==> config.mk <==
export PLATFORM = sky130hd
export DESIGN_NAME = aue_divsqrt
export DESIGN_NICKNAME = d
export VERILOG_FILES = /design/src/rtl/aue_pkg.sv /design/src/rtl/aue_divsqrt.sv
export SDC_FILE = /design/constraint.sdc
export NUM_CORES = 1
export LEC_CHECK = 0
export BUFFER_PORTS_ARGS = -buffer_cell sky130_fd_sc_hd__buf_2
export CAP_MARGIN = 20
export CORE_MARGIN = 5
export CORE_UTILIZATION = 50
export CTS_CLUSTER_SIZE = 24
export DETAILED_ROUTE_END_ITERATION = 7
export GPL_TIMING_DRIVEN = 0
export PLACE_DENSITY = 0.74
export SYNTH_ARGS = -nofsm -noshare
export SYNTH_HDL_FRONTEND = slang
export SYNTH_SLANG_ARGS = --single-unit
==> constraint.sdc <==
create_clock -name clk -period 4.4 [get_ports clk]
set_input_delay 0.22 -clock clk [delete_from_list [all_inputs] [get_ports clk]]
set_output_delay 0.22 -clock clk [all_outputs]
set_load 0.05 [all_outputs]
==> src/rtl/aue_pkg.sv <==
// Shared types, constants and saturating helpers for the Adam update engine.
// Used by aue_divsqrt and adam_update_engine; no dependencies.
package aue_pkg;

  localparam int PARAM_COUNT_DEF = 4096;
  localparam int VW              = 32;
  localparam int IDX_W           = 12;
  localparam int CFG_W           = 25;
  localparam int OPND_W          = 56;
  localparam int DIVR_W          = 29;
  localparam int ROOT_W          = 28;
  localparam int CNT_W           = 6;
  localparam logic [CNT_W-1:0] DIV_STEPS  = 6'd56;
  localparam logic [CNT_W-1:0] SQRT_STEPS = 6'd28;

  localparam logic [31:0] ONE_Q = 32'h0100_0000;

  localparam logic [1:0] ACT_LOAD  = 2'd0;
  localparam logic [1:0] ACT_GRAD  = 2'd1;
  localparam logic [1:0] ACT_STEP  = 2'd2;
  localparam logic [1:0] ACT_READ  = 2'd3;

  localparam logic [1:0] CFG_LR  = 2'd0;
  localparam logic [1:0] CFG_B1  = 2'd1;
  localparam logic [1:0] CFG_B2  = 2'd2;
  localparam logic [1:0] CFG_EPS = 2'd3;

  localparam logic [24:0] LR_RESET  = 25'd167772;
  localparam logic [23:0] B1_RESET  = 24'd15099494;
  localparam logic [23:0] B2_RESET  = 24'd16609444;
  localparam logic [15:0] EPS_RESET = 16'd2;

  typedef struct packed {
    logic [1:0]        action;
    logic [IDX_W-1:0]  index;
    logic signed [31:0] value;
  } in_item_t;

  typedef struct packed {
    logic signed [31:0] weight;
    logic [IDX_W-1:0]  entry;
    logic              saturated;
  } out_item_t;

  typedef struct packed {
    logic              start;
    logic              sqrt_mode;
    logic [OPND_W-1:0] operand;
    logic [DIVR_W-1:0] divisor;
  } ds_req_t;

  typedef struct packed {
    logic              done;
    logic [OPND_W-1:0] result;
  } ds_rsp_t;

  typedef struct packed {
    logic              sat;
    logic signed [31:0] val;
  } clamp_t;

  function automatic logic [31:0] mag32(input logic signed [31:0] a);
    logic [31:0] u;
    u = a;
    return a[31] ? 32'(-u) : u;
  endfunction

  function automatic clamp_t clamp_mag(input logic neg, input logic [OPND_W-1:0] m);
    clamp_t r;
    logic [OPND_W-1:0] lim;
    logic [31:0] low;
    lim = neg ? OPND_W'(32'h8000_0000) : OPND_W'(32'h7FFF_FFFF);
    r.sat = m > lim;
    low = r.sat ? lim[31:0] : m[31:0];
    r.val = neg ? 32'(-low) : low;
    return r;
  endfunction

  function automatic clamp_t sat_add(input logic signed [31:0] a,
                                     input logic signed [31:0] b);
    clamp_t r;
    logic [32:0] s;
    s = {a[31], a} + {b[31], b};
    r.sat = s[32] ^ s[31];
    r.val = r.sat ? (s[32] ? 32'h8000_0000 : 32'h7FFF_FFFF) : s[31:0];
    return r;
  endfunction

  function automatic clamp_t sat_sub(input logic signed [31:0] a,
                                     input logic signed [31:0] b);
    clamp_t r;
    logic [32:0] s;
    s = {a[31], a} - {b[31], b};
    r.sat = s[32] ^ s[31];
    r.val = r.sat ? (s[32] ? 32'h8000_0000 : 32'h7FFF_FFFF) : s[31:0];
    return r;
  endfunction

endpackage

==> src/rtl/aue_divsqrt.sv <==
// Shared iterative unit: one-bit restoring division or digit-by-digit square root.
// Depends on aue_pkg.
module aue_divsqrt (
  input  logic             clk,
  input  logic             rst,
  input  aue_pkg::ds_req_t req,
  output aue_pkg::ds_rsp_t rsp
);

  logic                        busy;
  logic                        sqrt_mode;
  logic [aue_pkg::CNT_W-1:0]   count;
  logic [aue_pkg::OPND_W-1:0]  opnd;
  logic [aue_pkg::OPND_W-1:0]  res;
  logic [30:0]                 rem;
  logic [aue_pkg::DIVR_W-1:0]  divisor;
  logic                        done;

  logic [30:0] a;
  logic [30:0] b;
  logic [31:0] diff;
  logic        ge;

  always_comb begin
    if (sqrt_mode) begin
      a = {rem[28:0], opnd[aue_pkg::OPND_W-1 -: 2]};
      b = {1'b0, res[aue_pkg::ROOT_W-1:0], 2'b01};
    end else begin
      a = {rem[29:0], opnd[aue_pkg::OPND_W-1]};
      b = {2'b00, divisor};
    end
    diff = {1'b0, a} - {1'b0, b};
    ge   = ~diff[31];
  end

  always_ff @(posedge clk) begin
    if (rst) begin
      busy <= 1'b0;
      done <= 1'b0;
    end else begin
      done <= busy && (count == aue_pkg::CNT_W'(1));
      if (req.start) begin
        busy <= 1'b1;
      end else if (busy && count == aue_pkg::CNT_W'(1)) begin
        busy <= 1'b0;
      end
    end
    if (req.start) begin
      sqrt_mode <= req.sqrt_mode;
      opnd      <= req.operand;
      divisor   <= req.divisor;
      res       <= '0;
      rem       <= '0;
      count     <= req.sqrt_mode ? aue_pkg::SQRT_STEPS : aue_pkg::DIV_STEPS;
    end else if (busy) begin
      rem   <= ge ? diff[30:0] : a;
      res   <= {res[aue_pkg::OPND_W-2:0], ge};
      opnd  <= sqrt_mode ? {opnd[aue_pkg::OPND_W-3:0], 2'b00}
                         : {opnd[aue_pkg::OPND_W-2:0], 1'b0};
      count <= count - aue_pkg::CNT_W'(1);
    end
  end

  assign rsp.done   = done;
  assign rsp.result = res;

endmodule

==> out/qor.yml <==
place:
  gp_congestion: 0.9044
  placed_area_um2: 11000
  dp_hpwl_um: 18320
  dp_slack_ns: -1.019
  io_buffers: 145
synthesis:
  synth_edf_count: 92
  synth-seq-area-share_pct: 45.58
  synth_area_leaders: "edfxtp_1 (28%), dfxtp_1 (18%), mux2i_1 (14%)"
  synthTopCellsByCount: "mux2i_1 (137), nor2_1 (101), nand2_1 (95)"
  synthCells: 979
  ys_dominant_reg_cell: "edfxtp_1"
  ys_ff_latch: 180
  synth_top_area_share_pct: 27.83
  syn_nets: 1101
  syn_area_um2: 9927
  ys.warnings.count: 0
  synth_cell_type_count: 68
  synth.most_common_cell: "mux2i_1"
  syn_area_per_cell_um2: 10.14
  async_flop_share_pct: 0
  yosys.area.top_type: "edfxtp_1"
routing:
  viasPerCell: 5.617
  drtAntennaViolNets: 0
  wl_per_cell_um: 17.20
  drc: 0
  drt-total-wl_um: 24980
  drtPass1Iterations: 5
  routed-wl-met2_um: 11810
  drt-met1-wl_um: 10930
  vias: 8156
  wl_met3_um: 1757
  first_iter_violations: 495
  top_layer_used: "met4"
sta:
  period_needed_ns: 4.110
  finalHoldViolCount: 0
  setup_violations: 0
  rsz0062_at_grt: "false"
  period_share_pct: 93.40
  tns_ns: 0
  setup_ws_ns: 0.2905
  fmax_mhz: 243.3
  drv_slew: 0
  fin_worst_skew_ns: 0.01055
  relSlewSlack_pct: 43.85
  tightest_slew_ns: 0.8423
floorplanning:
  die_w_um: 150.9
  dieArea_um2: 22770
  row_count: 51
  initial_utilization_pct: 50.84
  die_y_um: 150.9
  core-area_um2: 19530
  ios: 146
power:
  switchingPower_mw: 2.569
  intPower_mw: 3.807
  p_per_area_nw_per_um2: 533.3
  total_power_mw: 6.376
  seqPwrFrac_pct: 32.4
  switching_share_pct: 40.30
  comb_power_share_pct: 43.3
  ir_drop_v: 0.0003427
  p_leak_nw: 5.150
  power.share.clock_pct: 24.2
cts:
  cts.sinks: 180
  cts-root-buf: "clkbuf_16"
  cts_tree: "built"
  cts.path.max_buffers: 2
  cts_made_buffers: 17
  clk_pin_slew_ns: 0.08
  clk_latency_ns: 0.44
  h-tree-depth: 4
global_routing:
  grt_first_pass_wirelength_um: 39780
  grt_usage_pct: 21.74
  grt_pass1_vias: 8067
  grt-ovfl-total: 0
  grt_start_max_net_pins: 37
  antenna_found_initial: 0
setup_path:
  crit_required_ns: 4.72
  cp-end-kind: "flop"
  cp_max_fo: 10
  critPathLaunchType: "flop"
  worstPathArrival_ns: 4.43
  path_class: "flop to flop"
cells_and_area:
  design_area_um2: 11960
  diodes: 0
  layout.nets: 1296
  utilization_pct: 61.23
  drive_gt1_share_pct: 20.39
  areaGrowthSynthToFinish_pct: 20.44
job:
  drv_cap: 0
outcome:
  status: "complete, no violations"
hold_path:
  min_path_type: "input pin to flop"
-- layout by cell type (no fill, tap or decap), drive strengths merged, types with 9 or more instances in the layout --
| cell | n |
|---|---|
| ha | 32 |
| xnor2 | 18 |
| mux2i | 137 |
| a21oi | 30 |
| buf | 173 |
| mux2 | 27 |
| edfxtp | 92 |
| nor3 | 9 |
| nor2 | 101 |
| a21o | 18 |
| a311oi | 15 |
| o21ai | 92 |
| inv | 21 |
| nand2 | 95 |
| dfxtp | 88 |
| a211oi | 13 |
| nand3 | 26 |
| a31oi | 9 |
| dlygate4sd3 | 31 |
| clkbuf | 55 |
-- cell type report --
class / count / area [um2]
Timing Repair Buffer: 178 / 1064
Buffer: 64 / 300.3
Tap cell: 265 / 331.6
Sequential cell: 180 / 4524
Inverter: 15 / 56.30
Clock inverter: 15 / 197.7
Multi-Input combinational cell: 718 / 5057
Clock buffer: 17 / 425.4
Fill cell: 1671 / 7570
-- metrics by stage --
stage | hold slack, ns | std cells
after floorplan | 0.2924 | 979
after global placement | 0.3968 | 1389
after detailed placement | 0.3981 | 1390
after CTS | 0.05138 | 1453
after global routing | 0.08205 | 1452
final | 0.05463 | 1452
-- repair_timing --
action	CTS	global route
buffers inserted	1	0
setup endpoints to repair	31	8
hold buffers	31	0
resized for setup	3	6
endpoints found under the hold margin	32	0
cloned	0	0
-- layer usage --
metal	vias up	track usage, %
met2	299	37.17
met1	3786	28.52
met4	0	6.936
met5	-	0
met3	57	3.112
li1	4014	-
-- path summary, 6_finish.rpt --
kind                            startpoint        to  slack [ns]  cells after the start
worst max-delay path             sqrt_mode   rem[26]        0.29                     14
worst min-delay path               req[42]  opnd[13]        0.05                      3
worst max register to register   sqrt_mode   rem[26]        0.29                     14
worst min register to register      rem[2]    rem[2]        0.48                      2
-- flip-flops by register name, summed over array words and instances (netlist names) --
signal     count
done           1
divisor       29
sqrt_mode      1
rem           30
busy           1
count          6
res           56
opnd          56
-- power by group through the flow --
stage | clock [mW] | sequential [mW] | combinational (mW)
4_1_cts | 1.57 | 2.07 | 2.70
3_5_place_dp | 0 | 2.10 | 2.65
5_1_grt | 1.63 | 2.09 | 3.00
6_report | 1.54 | 2.07 | 2.76
2_1_floorplan | 0 | 2.09 | 2.02
3_3_place_gp | 0 | 2.10 | 2.59
-- worst max-delay path, stage by stage, from the launching register on --
cell and delay (ns):
edfxtp_1 0.37, buf_4 0.21, clkbuf_2 0.30, mux2i_1 0.38
ha_1 0.23, inv_1 0.06, fa_1 0.39, a21o_1 0.24
a22o_1 0.22, o41ai_2 0.52, a21oi_2 0.16, a31o_4 0.31
a2111oi_4 0.34, a311o_1 0.20, o21ai_1 0.06
-- kinds of logic after synthesis --
group | Yosys count | synth area share [%]
simple gates | 265 | 11.39
compound gates | 230 | 16.02
flops | 180 | 45.58
mux | 164 | 16.88
buf+inv | 81 | 3.605
fa+ha+maj | 33 | 4.235
xor+xnor | 26 | 2.294
(Power assumes the default switching activity.)
